**src/hdl/asfm_ram.sv**
```systemverilog
// generic ram with one write port and one registered read port
// no dependencies
`default_nettype none
module asfm_ram #(
    parameter int WIDTH = 8,
    parameter int DEPTH = 256
) (
    input  wire                     i_clk,
    input  wire                     i_we,
    input  wire [$clog2(DEPTH)-1:0] i_waddr,
    input  wire [WIDTH-1:0]         i_wdata,
    input  wire [$clog2(DEPTH)-1:0] i_raddr,
    output logic [WIDTH-1:0]        o_rdata
);
    logic [WIDTH-1:0] r_mem [DEPTH];
    always_ff @(posedge i_clk) begin
        if (i_we) begin
            r_mem[i_waddr] <= i_wdata;
        end
        o_rdata <= r_mem[i_raddr];
    end
endmodule
`default_nettype wire

```
**config.mk**
```make
export PLATFORM = sky130hd
export DESIGN_NAME = asfm_ram
export DESIGN_NICKNAME = d
export VERILOG_FILES = /design/src/hdl/asfm_ram.sv
export SDC_FILE = /design/constraint.sdc
export NUM_CORES = 2
export LEC_CHECK = 0
export BUFFER_PORTS_ARGS = -buffer_cell sky130_fd_sc_hd__buf_4
export CORE_ASPECT_RATIO = 1.1
export CORE_MARGIN = 2
export CORE_UTILIZATION = 25
export DETAILED_ROUTE_END_ITERATION = 10
export RECOVER_POWER = 50
export SLEW_MARGIN = 20
export SYNTH_ARGS = -nofsm -noshare
export SYNTH_HDL_FRONTEND = slang
export SYNTH_SLANG_ARGS = --single-unit
export TNS_END_PERCENT = 20
```
**constraint.sdc**
```tcl
create_clock -name i_clk -period 5.65 [get_ports i_clk]
set_input_delay 0.8475 -clock i_clk [delete_from_list [all_inputs] [get_ports i_clk]]
set_output_delay 0.8475 -clock i_clk [all_outputs]
set_load 0.05 [all_outputs]
```
==> results.sh <==
export IMPL_outcome="complete, but fails checks"
export IMPL_failed_checks="max-capacitance violations, max-slew violations"
export IMPL_slew_viol_final=1016
export IMPL_clockRootBuffer="clkbuf_16"
export IMPL_most_frequent_cells_after_synthesis="edfxtp_1, mux4_2, nor2_1"
export IMPL_count_of_vias_placed_by_the_detailed_router=38500
export IMPL_cts_resized=0
export IMPL_tritoncts="done"
export IMPL_grt_max_degree=168
export IMPL_timing_critical_path_from_type="input pin"
export IMPL_worst_setup_hold_path_clk_slew_ns=0.06
export IMPL_slowest_stage="clkdlybuf4s25_1"
export IMPL_placement_io_buffers=33
export IMPL_max_slew_margin_rel_pct=-206
export IMPL_finalHoldViolCount=0
export IMPL_synth_edff_count=2048
export IMPL_flip_flop_and_latch_count_after_synthesis=2056
export IMPL_routed_via_density=4.73
export IMPL_clock_sink_count=2056
export IMPL_post_synth_top_area_cell="edfxtp_1"
export IMPL_required_time_worst_endpoint_ns=5.63
export IMPL_clk_path_buf_depth=3
export IMPL_async_reset_ff_share_pct=0
export IMPL_clk_insertion_delay_late_ns=0.84
export IMPL_synth_most_common_cell="edfxtp_1"
export IMPL_cts_post_setup_buffers_inserted=0
export IMPL_post_synth_inst_count=3733
export IMPL_die_x_um=542
export IMPL_finalNetCount=3857
export IMPL_synthesized_area_mm2=0.0796
export IMPL_critical_path_arrival_ns=4.30
export IMPL_io_pins=34
export IMPL_fin_util_pct=28.6
export IMPL_synth_top_flop_cell="edfxtp_1"
export IMPL_timing_fmax_mhz=232
export IMPL_synth_top_cells_by_area="edfxtp_1, mux4_2, mux2i_1"
export IMPL_cts_htree_levels=4
export IMPL_cts_hold_buffers=0
export IMPL_synthToLayoutAreaGrowth_pct=14.2
export IMPL_first_iter_violations=4546
export IMPL_setup_viol=0
export IMPL_final_hold_worst_slack_ns=0.541
export IMPL_worstSetupEndpointType="flip-flop"
export IMPL_grt_antenna_before_repair=15
export IMPL_place_hpwl_mm=124
export IMPL_synth_lib_cells_used_distinct=55
export IMPL_initial_utilization_pct=25.1
export IMPL_die_height_um=596
export IMPL_synth_warning_count=0
export IMPL_filler_cell_count=30900
export IMPL_setup_repair_after_global_routing_missed_its_margin="false"
export IMPL_finalWorstPathRequiredPeriod_ns=4.32
export IMPL_placed_cells=7791
export IMPL_finalWeightedCongestion=0.820
export IMPL_post_route_cells_drive_above_1_share_pct=21.8
export IMPL_numCtsBuffers=199
export IMPL_critical_path_peak_fanout=102
export IMPL_ir_worst_vdd_mv=0.239
export IMPL_final_cycle_utilization_of_the_critical_path_pct=76.5
export IMPL_postRouteAntennaNets=0
export IMPL_grt_first_pass_wirelength_mm=291
export IMPL_drt_pass1_iterations=6
export IMPL_crit_family="buffers and inverters"
export IMPL_cp_buffers_inverters=1
export IMPL_worst_setup_path_type="in -> reg"
export IMPL_overall_global_routing_usage_pct=12.3
export IMPL_synthesis_area_per_instance_um2=21.3
export IMPL_cp_cell_sequence="clkdlybuf4s25_1"
export IMPL_synth_nets=3759
export IMPL_clock_skew_ns=0.0312
export IMPL_avgRoutedWirePerCell_um=24.9
export IMPL_transition_time_at_the_pin_with_the_least_slew_margin_ns=4.59
export IMPL_floorplan_rows=217
export IMPL_synth_top_cell_area_share_pct=77.3
export IMPL_maxCapViolations=12
export IMPL_register_area_share_after_synthesis_pct=77.5
export IMPL_remaining_global_route_overflow=0
export IMPL_core_area_mm2=0.317
export IMPL_finalNonFillerCells=8149
export IMPL_wl_mm=203
export IMPL_cell_leakage_power_nw=27.0
export IMPL_remaining_drc_errors=0
export IMPL_final_setup_tns_ns=0
export IMPL_power_density_mw_per_mm2=345
export IMPL_die_ar_mm2=0.323
export IMPL_worst_path_largest_cell_delay_ns=3.18
export IMPL_hp_class="in -> reg"
export IMPL_totalPowerFinal_mw=31.4
export IMPL_grt_pass1_vias=39000
[per-stage QoR]
stage	worst slack (ns)	cell area [um^2]
6_report	1.33	90800
2_1_floorplan	2.86	79600
3_5_place_dp	0.915	84600
4_1_cts	1.81	90900
5_1_grt	1.00	90800
3_3_place_gp	0.499	84600
[flip-flops by register name, indices dropped and copies added, names as in the netlist]
signal	cells
r_mem	2048
o_rdata	8
[path summary, 6_finish.rpt]
kind	startpoint	to	slack, ns	cells after the start
max	i_wdata[1]	r_mem[209][1]	1.33	1
min reg2reg	r_mem[32][5]	o_rdata[5]	1.02	6
min	i_wdata[5]	r_mem[184][5]	0.54	1
max reg2reg	r_mem[77][7]	o_rdata[7]	2.62	6
[kinds of logic after synthesis]
group,after synthesis,synth area share [%]
and+or+nand+nor,466,2.63
muxes,591,14.6
DFF,2056,77.5
buffers and inverters,235,1.83
AOI/OAI and AO/OA,385,3.42
[worst register-to-register path: stages (launching register included)]
cell and delay [ns]:
edfxtp_1 0.37, mux4_2 0.48, nor2b_1 0.15, a211oi_1 0.62, nor3_1 0.20, nor4_1 0.97
nor4_1 0.08
[where the power goes]
part           switching, mW  internal (mW)  leakage (nW)  total (mW)
combinational           1.03          0.507          5.48        1.54
sequential            0.0342           16.8          18.5        16.9
clock                   5.70           7.26          3.06        13.0
total                   6.77           24.6          27.0        31.4
[metal layers]
| layer | share of wire (%) | GRT usage [%] | vias up |
|---|---|---|---|
| met5 | 0.021 | 0 | - |
| met4 | 3.5 | 4.42 | 8 |
| met3 | 6.3 | 2.09 | 349 |
| met2 | 50 | 20.8 | 1490 |
| met1 | 40 | 15.9 | 20800 |
| li1 | - | - | 15900 |
[layout by cell type (no fill, tap or decap), types with 8 or more instances in the layout]
| cell | count |
|---|---|
| a211oi_1 | 14 |
| a21oi_1 | 96 |
| a221oi_1 | 13 |
| a22o_1 | 8 |
| a22oi_1 | 133 |
| buf_12 | 16 |
| buf_4 | 96 |
| bufinv_16 | 14 |
| clkbuf_1 | 53 |
| clkbuf_16 | 203 |
| clkinv_1 | 43 |
| clkinv_2 | 30 |
| dfxtp_1 | 8 |
| edfxtp_1 | 2048 |
| mux2i_1 | 134 |
| mux4_2 | 454 |
| nand2_1 | 32 |
| nand2b_1 | 8 |
| nand3_1 | 34 |
| nand4_1 | 10 |
| nor2_1 | 278 |
| nor2b_1 | 28 |
| nor3_1 | 22 |
| nor4_1 | 21 |
| o211ai_1 | 10 |
| o21ai_0 | 10 |
| o221ai_1 | 46 |
| o22ai_1 | 28 |
[cell type report]
| type | instances | area (um^2) | area share [%] |
|---|---|---|---|
| Sequential cell | 2056 | 61700 | 67.9 |
| Clock buffer | 250 | 5280 | 5.81 |
| Tap cell | 4161 | 5210 | 5.73 |
| Inverter | 2 | 7.51 | 0.00826 |
| Timing Repair Buffer | 130 | 1160 | 1.28 |
| Antenna cell | 3 | 7.51 | 0.00826 |
| Clock inverter | 105 | 998 | 1.10 |
| Multi-Input combinational cell | 1442 | 16500 | 18.2 |
(Power assumes the default switching activity.)
