===== src/hdl/asfm_pkg.sv =====
// package for the adaptive sorted frequency model
// types, constants and state codes; no dependencies
`default_nettype none
package asfm_pkg;
    localparam int COUNT_WIDTH_DEF = 32;
    localparam int NSYM = 256;
    localparam int LIST_DEPTH = 257;
    localparam int POS_W = 9;
    localparam logic [POS_W-1:0] ABSENT = 9'd256;

    localparam logic OP_QUERY = 1'b0;
    localparam logic OP_UPDATE = 1'b1;
    localparam logic ST_OK = 1'b0;
    localparam logic ST_REFUSED = 1'b1;

    typedef struct packed {
        logic       operation;
        logic [7:0] symbol_byte;
        logic       escape_mode;
    } t_in;

    typedef struct packed {
        logic [31:0] frequency;
        logic [31:0] cumulative_below;
        logic [31:0] range_total;
        logic        status;
    } t_out;

    typedef enum logic [3:0] {
        S_CLEAR, S_IDLE, S_MAP, S_POS, S_SUM, S_CNT, S_CHK,
        S_BUB, S_SWAP, S_APP, S_MAPW, S_DONE
    } t_state;
endpackage
`default_nettype wire


===== src/hdl/asfm_alu.sv =====
// shared saturating adder and comparator of the sequencer
// depends on asfm_pkg
`default_nettype none
module asfm_alu #(
    parameter int CW = asfm_pkg::COUNT_WIDTH_DEF
) (
    input  wire [CW-1:0] i_a,
    input  wire [CW-1:0] i_b,
    output logic [CW-1:0] o_sum,
    output logic          o_gt
);
    logic [CW:0] w_s;
    assign w_s   = {1'b0, i_a} + {1'b0, i_b};
    assign o_sum = w_s[CW] ? {CW{1'b1}} : w_s[CW-1:0];
    assign o_gt  = i_a > i_b;
endmodule
`default_nettype wire


===== config.mk =====
export PLATFORM = sky130hd
export DESIGN_NAME = asfm_alu
export DESIGN_NICKNAME = d
export VERILOG_FILES = /design/src/hdl/asfm_pkg.sv /design/src/hdl/asfm_alu.sv
export SDC_FILE = /design/constraint.sdc
export NUM_CORES = 1
export LEC_CHECK = 0
export BUFFER_PORTS_ARGS = -buffer_cell sky130_fd_sc_hd__buf_4
export CORE_ASPECT_RATIO = 1.5
export CORE_MARGIN = 2
export CORE_UTILIZATION = 30
export DETAILED_ROUTE_END_ITERATION = 10
export SETUP_SLACK_MARGIN = 0.3
export SYNTH_ARGS = -nofsm -noshare
export SYNTH_HDL_FRONTEND = slang
export SYNTH_SLANG_ARGS = --single-unit

===== constraint.sdc =====
create_clock -name vclk -period 5.87
set_input_delay 1.174 -clock vclk [all_inputs]
set_output_delay 1.174 -clock vclk [all_outputs]
set_load 0.01 [all_outputs]

==> results of run 1 <==
[cell usage after synthesis (all sizes together), types with 3 or more instances]
cell type and count:
a211oi 3, a21o 8, a21oi 45, a311oi 3, a31oi 3, and3 3
buf 14, ha 64, inv 56, nand2 37, nand2b 5, nand3 5
nand3b 3, nand4 6, nor2 42, nor2b 12, nor3 18, nor4 8
o211ai 5, o21ai 19, o21bai 14, o31ai 4, or2 3, xnor2 22
[final cells by class]
type	instances	area, µm²	share of cell area [%]
repair buffers	98	736	19.9
well taps	115	144	3.90
inverters	56	210	5.70
multi-input cells	359	2600	70.5
[cell usage in the layout (no fill, tap or decap), drive strengths merged, types with 4 or more instances in the layout]
cell type	n
buf	98
ha	64
inv	56
a21oi	45
nor2	42
nand2	37
xnor2	22
o21ai	19
nor3	18
o21bai	14
nor2b	12
a21o	8
nor4	8
nand4	6
nand2b	5
o211ai	5
nand3	5
o31ai	4
[worst max-delay path by stage]
stage          startpoint   endpoint  slack [ns]  cells past startpoint
3_3_place_gp       i_a[0]  o_sum[14]        0.72                     13
3_5_place_dp       i_a[0]  o_sum[22]        0.66                     13
5_1_grt            i_a[0]  o_sum[21]        0.49                     13
2_1_floorplan      i_a[0]  o_sum[30]        1.40                     10
4_1_cts            i_a[0]  o_sum[22]        0.66                     13
6_report           i_a[0]  o_sum[15]        0.69                     12
[logic make-up (layout without fill, tap and decap cells)]
family | count (synthesis) | in the layout | share of synthesized area (%)
multiplexers | 1 | 1 | 0.344
XOR/XNOR | 24 | 24 | 7.21
buffers and inverters | 72 | 154 | 10.8
adder cells (fa/ha/maj) | 65 | 65 | 28.2
AND/OR/NAND/NOR | 149 | 149 | 25.9
AO/OA/AOI/OAI | 120 | 120 | 27.6
[power by group]
group	internal (W)	total (W)	switching [W]
combinational	0.000190	0.000418	0.000228
sequential	0	0	0
clock	0	0	0
[per-layer routing]
metal	track usage (%)	wire length (µm)	vias up	share of wire [%]
li1	-	-	1661	-
met1	17.4	3350	1507	38
met2	33.3	4910	76	56
met3	1.13	364	12	4.1
met4	2.52	153	0	1.7
met5	0	0	-	0
[per-stage QoR]
stage                     instances  setup slack, ns  instance area (µm²)  hold WS, ns
final                           628            0.689                 3690         2.77
after global routing            628            0.486                 3690         2.82
after CTS                       628            0.661                 3690         2.78
after detailed placement        628            0.660                 3690         2.78
after global placement          628            0.717                 3690         2.78
after floorplan                 431             1.40                 2910         2.54
==> reports/results.txt, run 1 <==
minimum clock period - 5.18 ns
hold path startpoint - i_b[0]
fin nets - 644
Total Routed Length - 8780 µm
Cell variety after synth - 60
worst slew pin tran - 0.572 ns
worst stage delay on the critical path - 0.47 ns
Global Route Usage Sum - 16.1%
Cell Rows - 44
unrepaired setup endpoints after global routing - no
core outline area - 9580 µm²
yosys warns - 0
setup violators final - 0
fillers - 1,064
Lkg Pwr - 1.89 nW
Routed WL per cell - 14.0 µm
Area Overhead vs Synth - 26.6%
VDD IR max - 0.0000661 V
Data required, critical path - 4.70 ns
total power - 0.000418 W
drt drc - 0
TNS Setup - 0 ns
sequential cell area - 0 µm²
clock buffers - 0
Gate Count Post-Synth - 431
share of cells above drive strength 1 - 23.2%
crit-path cells - buf_4 > ha_1 > fa_1 > nor2b_1 > o211ai_1 > a21oi_2 > o211a_1 > o31ai_4 > a21oi_2 > nor2_4 > o21ai_0 > buf_4
Diodes inserted - 0
PostCTS Resize Cnt - 0
Slew HR - 61.8%
initial DRC count - 118
total grt overflow - 0
Largest delay share family, worst path - compound AO/OA/AOI/OAI gates
Crit-path slowest cell - nor2_4
Starting Density - 30.4%
pins over their slew limit - 0
first-pass GRT wire length - 14,600 µm
CP Max Fanout - 22
Max Cap Viol - 0
PortBufs - 97
DR pass1 iterations - 4
Layout Utilization - 38.5%
Critical Path Sink Type - output pin
share of the synthesized area in the top cell type - 27.5%
fmax - 0.193 GHz
Die Ht - 125 µm
vias - 3,256
sequential share of the synthesized area - 0%
ANT nets after route - 0
number of placed I/O pins - 97
Hold Buf Count CTS - 0
syn_nets - 560
worst path buffer plus inverter count - 2
fin crit share - 88.3%
final hold vios - 0
initial antenna violation count - 0
Seq cells - 0
Worst Hold Class - in -> out
Die W - 84.5 µm
Cell Area, Synth - 2910 µm²
Total Die Area - 10,500 µm²
largest net degree at the start of global routing - 23
Hold EP - o_sum[0]
area leader, netlist - ha_1
Mean Syn Cell Area - 6.76 µm²
setup bufs post-CTS - 0
CP Class - in -> out
ranking of synthesized cells by area - ha_1 (27%), inv_1 (7.1%), a21oi_1 (7.0%), xnor2_1 (6.6%), nor2_1 (5.2%)
vias per cell - 5.18
gpl congestion - 0.840
HPWL reported at the end of detailed placement - 7670 µm
vias in the first global route - 3,252
run status - finished, final reports clean
PwrDens - 113 nW/µm²
critical path arrival - 4.01 ns
Cells on Worst Hold Path - 4
Startpoint Class - input port
Power figures use the tool's default switching activity.
==> run 2: changes to the inputs <==
--- a/config.mk
+++ b/config.mk
@@ -8,8 +8,9 @@
 export BUFFER_PORTS_ARGS = -buffer_cell sky130_fd_sc_hd__buf_4
 export CORE_ASPECT_RATIO = 1.5
 export CORE_MARGIN = 2
-export CORE_UTILIZATION = 30
+export CORE_UTILIZATION = 40
 export DETAILED_ROUTE_END_ITERATION = 10
+export PLACE_DENSITY = 0.66
 export SETUP_SLACK_MARGIN = 0.3
 export SYNTH_ARGS = -nofsm -noshare
 export SYNTH_HDL_FRONTEND = slang
==> constraint.sdc (replaced) <==
create_clock -name vclk -period 5.25
set_input_delay 1.05 -clock vclk [all_inputs]
set_output_delay 1.05 -clock vclk [all_outputs]
set_load 0.005 [all_outputs]
==> reports/results.txt, run 2 (synthesized netlist as in run 1, its figures left out) <==
Worst Hold Class - in -> out
multi-input logic area - 2600 µm²
PortBufs - 97
pins over their slew limit - 0
CP Class - in -> out
worst path buffer plus inverter count - 3
PwrDens - 123 nW/µm²
Critical Path End - o_sum[15]
Total Routed Length - 8560 µm
share of cells above drive strength 1 - 23.3%
Starting Density - 40.9%
critical path arrival - 3.68 ns
CP Max Fanout - 11
HPWL reported at the end of detailed placement - 7520 µm
fillers - 757
Worst path depth - 13
final hold vios - 0
Post-Layout Cell Count - 594
Largest delay share family, worst path - compound AO/OA/AOI/OAI gates
setup bufs post-CTS - 0
total grt overflow - 0
drt drc - 0
Global Route Usage Sum - 21.1%
most frequent cells in the layout - buf_4 (99), ha_1 (64), inv_1 (55)
Startpoint Class - input port
Seq cells - 0
Critical Path Sink Type - output pin
Die W - 73.7 µm
core outline area - 7130 µm²
VDD IR max - 0.0000615 V
Data required, critical path - 4.20 ns
worst stage delay on the critical path - 0.38 ns
crit-path cells - buf_4 > ha_1 > fa_1 > nor2b_1 > o211ai_1 > a21oi_2 > o211a_1 > o31ai_4 > a21oi_2 > nor2_4 > buf_4 > o21ai_0 > buf_4
sequential cell area - 0 µm²
first-pass GRT wire length - 14,100 µm
worst slew pin tran - 0.467 ns
fin crit share - 90.0%
initial antenna violation count - 0
Crit. Startpoint - i_a[0]
Routed WL per cell - 14.4 µm
vias in the first global route - 3,266
setup violators final - 0
unrepaired setup endpoints after global routing - no
Max Cap Viol - 0
largest net degree at the start of global routing - 12
Crit-path slowest cell - fa_1
TNS Setup - 0 ns
placed cell count - 594
cell mode on critical path - buf_4
vias per cell - 5.51
Area Overhead vs Synth - 25.4%
clock buffers - 0
commonest non-fill, non-tap cell in the layout - buf_4
PostCTS Resize Cnt - 0
Total Die Area - 8000 µm²
gpl congestion - 0.893
fmax - 0.212 GHz
Lkg Pwr - 1.90 nW
run status - finished, final reports clean
vias - 3,270
Slew HR - 68.6%
Hold Buf Count CTS - 0
fin nets - 645
initial DRC count - 147
Diodes inserted - 0
minimum clock period - 4.73 ns
ANT nets after route - 0
number of placed I/O pins - 97
DR pass1 iterations - 4
Cell Rows - 38
Die Ht - 109 µm
-- run 2: cell type report --
cell class | instances | area share, %
well taps | 80 | 2.74
multi-input cells | 359 | 71.2
repair buffers | 99 | 20.3
inverters | 56 | 5.75
-- run 2: where the power goes --
part	switching [W]	total, W	leakage [nW]	internal (W)
logic	0.000236	0.000448	1.90	0.000213
clock network	0	0	0	0
registers	0	0	0	0
-- run 2: tightest hold or removal path, stage by stage --
cell and delay [ns]:
buf_4 0.08, ha_1 0.14, nand2_1 0.05, buf_4 0.13
-- run 2: worst min-delay path by stage --
stage                    end  startpoint  cells after the start
global placement    o_sum[0]      i_b[0]                      4
floorplan           o_sum[0]      i_b[0]                      2
global route        o_sum[0]      i_b[0]                      4
CTS                 o_sum[0]      i_b[0]                      4
finish              o_sum[0]      i_b[0]                      4
detailed placement  o_sum[0]      i_b[0]                      4
-- run 2: per-layer routing --
layer | GRT usage [%] | vias up | wire (µm)
li1 | - | 1664 | -
met1 | 22.3 | 1504 | 3200
met2 | 43.4 | 85 | 4830
met3 | 0.652 | 17 | 282
met4 | 5.45 | 0 | 247
met5 | 0 | - | 0
-- run 2: through the flow --
| stage | util, % | setup WS [ns] | total power, W | hold WS (ns) | cell area (µm²) |
|---|---|---|---|---|---|
| detailed placement | 51.2 | 0.522 | 0.000447 | 2.51 | 3650 |
| finish | 51.2 | 0.525 | 0.000448 | 2.50 | 3650 |
| floorplan | - | 1.10 | 0.000275 | 2.27 | 2910 |
| global route | 51.2 | 0.354 | 0.000496 | 2.53 | 3650 |
| global placement | 51.2 | 0.569 | 0.000444 | 2.50 | 3650 |
| CTS | 51.2 | 0.510 | 0.000450 | 2.51 | 3650 |
==> run 3: changes to the inputs <==
--- a/config.mk
+++ b/config.mk
@@ -10,7 +10,7 @@
 export CORE_MARGIN = 2
 export CORE_UTILIZATION = 40
 export DETAILED_ROUTE_END_ITERATION = 10
-export PLACE_DENSITY = 0.66
+export PLACE_DENSITY = 0.69
 export SETUP_SLACK_MARGIN = 0.3
 export SYNTH_ARGS = -nofsm -noshare
 export SYNTH_HDL_FRONTEND = slang
==> reports/results.txt, run 3 (synthesized netlist as in run 1, its figures left out) <==
run status - finished, final reports clean
Total Die Area - 8000 µm²
most frequent cells in the layout - buf_4 (102), ha_1 (64), inv_1 (55)
number of placed I/O pins - 97
DR pass1 iterations - 4
worst stage delay on the critical path - 0.39 ns
minimum clock period - 4.77 ns
fillers - 759
Seq cells - 0
worst path buffer plus inverter count - 2
share of cells above drive strength 1 - 23.8%
Routed WL per cell - 14.3 µm
vias in the first global route - 3,187
Critical Path Sink Type - output pin
Slew HR - 66.6%
CP Class - in -> out
placed cell count - 593
HPWL reported at the end of detailed placement - 7440 µm
pre-CTS WS - 0.366 ns
Area Overhead vs Synth - 26.1%
CP Max Fanout - 4
Startpoint Class - input port
total grt overflow - 0
Data required, critical path - 4.20 ns
Die Ht - 109 µm
Total Routed Length - 8540 µm
fin crit share - 90.8%
Lkg Pwr - 1.91 nW
drt drc - 0
commonest non-fill, non-tap cell in the layout - buf_4
vias per cell - 5.49
PwrDens - 123 nW/µm²
Post-Layout Cell Count - 597
Crit-path slowest cell - fa_1
Cell Rows - 38
Starting Density - 40.9%
setup violators final - 0
Die W - 73.7 µm
initial antenna violation count - 0
core outline area - 7130 µm²
Diodes inserted - 0
pins over their slew limit - 0
sequential cell area - 0 µm²
critical path arrival - 3.72 ns
Layout Utilization - 51.5%
clock buffers - 0
initial DRC count - 119
vias - 3,276
cell mode on critical path - buf_4
largest net degree at the start of global routing - 16
Global Route Usage Sum - 20.9%
final hold vios - 0
Largest delay share family, worst path - compound AO/OA/AOI/OAI gates
unrepaired setup endpoints after global routing - no
Worst Hold Class - in -> out
fin nets - 648
worst setup margin - 0.483 ns
PortBufs - 97
fmax - 0.210 GHz
Max Cap Viol - 0
crit-path cells - buf_4 > ha_1 > fa_1 > nor2b_1 > o211ai_1 > a21oi_2 > o211a_1 > nor3_1 > o21bai_1 > a21oi_1 > mux2i_1 > buf_4
VDD IR max - 0.0000569 V
first-pass GRT wire length - 13,900 µm
worst slew pin tran - 0.497 ns
ANT nets after route - 0
TNS Setup - 0 ns
gpl congestion - 0.915
multi-input logic area - 2600 µm²
[run 3: changes by cell type in the layout (fill, tap and decap cells not counted)]
cell,previous run,this run
buf_4,99,102
[run 3: tightest hold or removal path: cells and delay by family]
kind / cells / cell delay (ns)
buffers and inverters: 2 / 0.22
AND/OR/NAND/NOR: 1 / 0.06
adder cells (fa/ha/maj): 1 / 0.14
[run 3: routing by layer]
metal,share of wire [%],global-route usage [%],vias up
met4,2.5,4.81,0
met2,56,42.7,88
met1,38,22.5,1495
met3,3.4,0.746,18
met5,0,0,-
li1,-,-,1675
[run 3: path summary, 6_finish.rpt]
check  cells past startpoint        end    from  slack, ns
max                       12  o_sum[30]  i_a[0]       0.48
min                        4   o_sum[0]  i_b[0]       2.51
[run 3: per-stage QoR]
stage	power, W	area (µm²)	hold WS [ns]
3_5_place_dp	0.000445	3650	2.52
6_report	0.000452	3680	2.51
4_1_cts	0.000448	3650	2.52
3_3_place_gp	0.000443	3650	2.52
5_1_grt	0.000500	3680	2.53
2_1_floorplan	0.000275	2910	2.27
[run 3: timing repair]
item                                    4_1_cts  5_1_grt
setup buffers                                 0        4
hold buffers                                  0        0
endpoints found under the setup margin        0       15
resized for setup                             0        0
[run 3: cell type report]
| class | count | share of cell area, % |
|---|---|---|
| well taps | 80 | 2.72 |
| inverters | 56 | 5.72 |
| multi-input cells | 359 | 70.7 |
| repair buffers | 102 | 20.8 |
[run 3: power breakdown]
part           leakage [nW]  internal, W  switching [W]
logic                  1.91     0.000216       0.000236
clock network             0            0              0
registers                 0            0              0
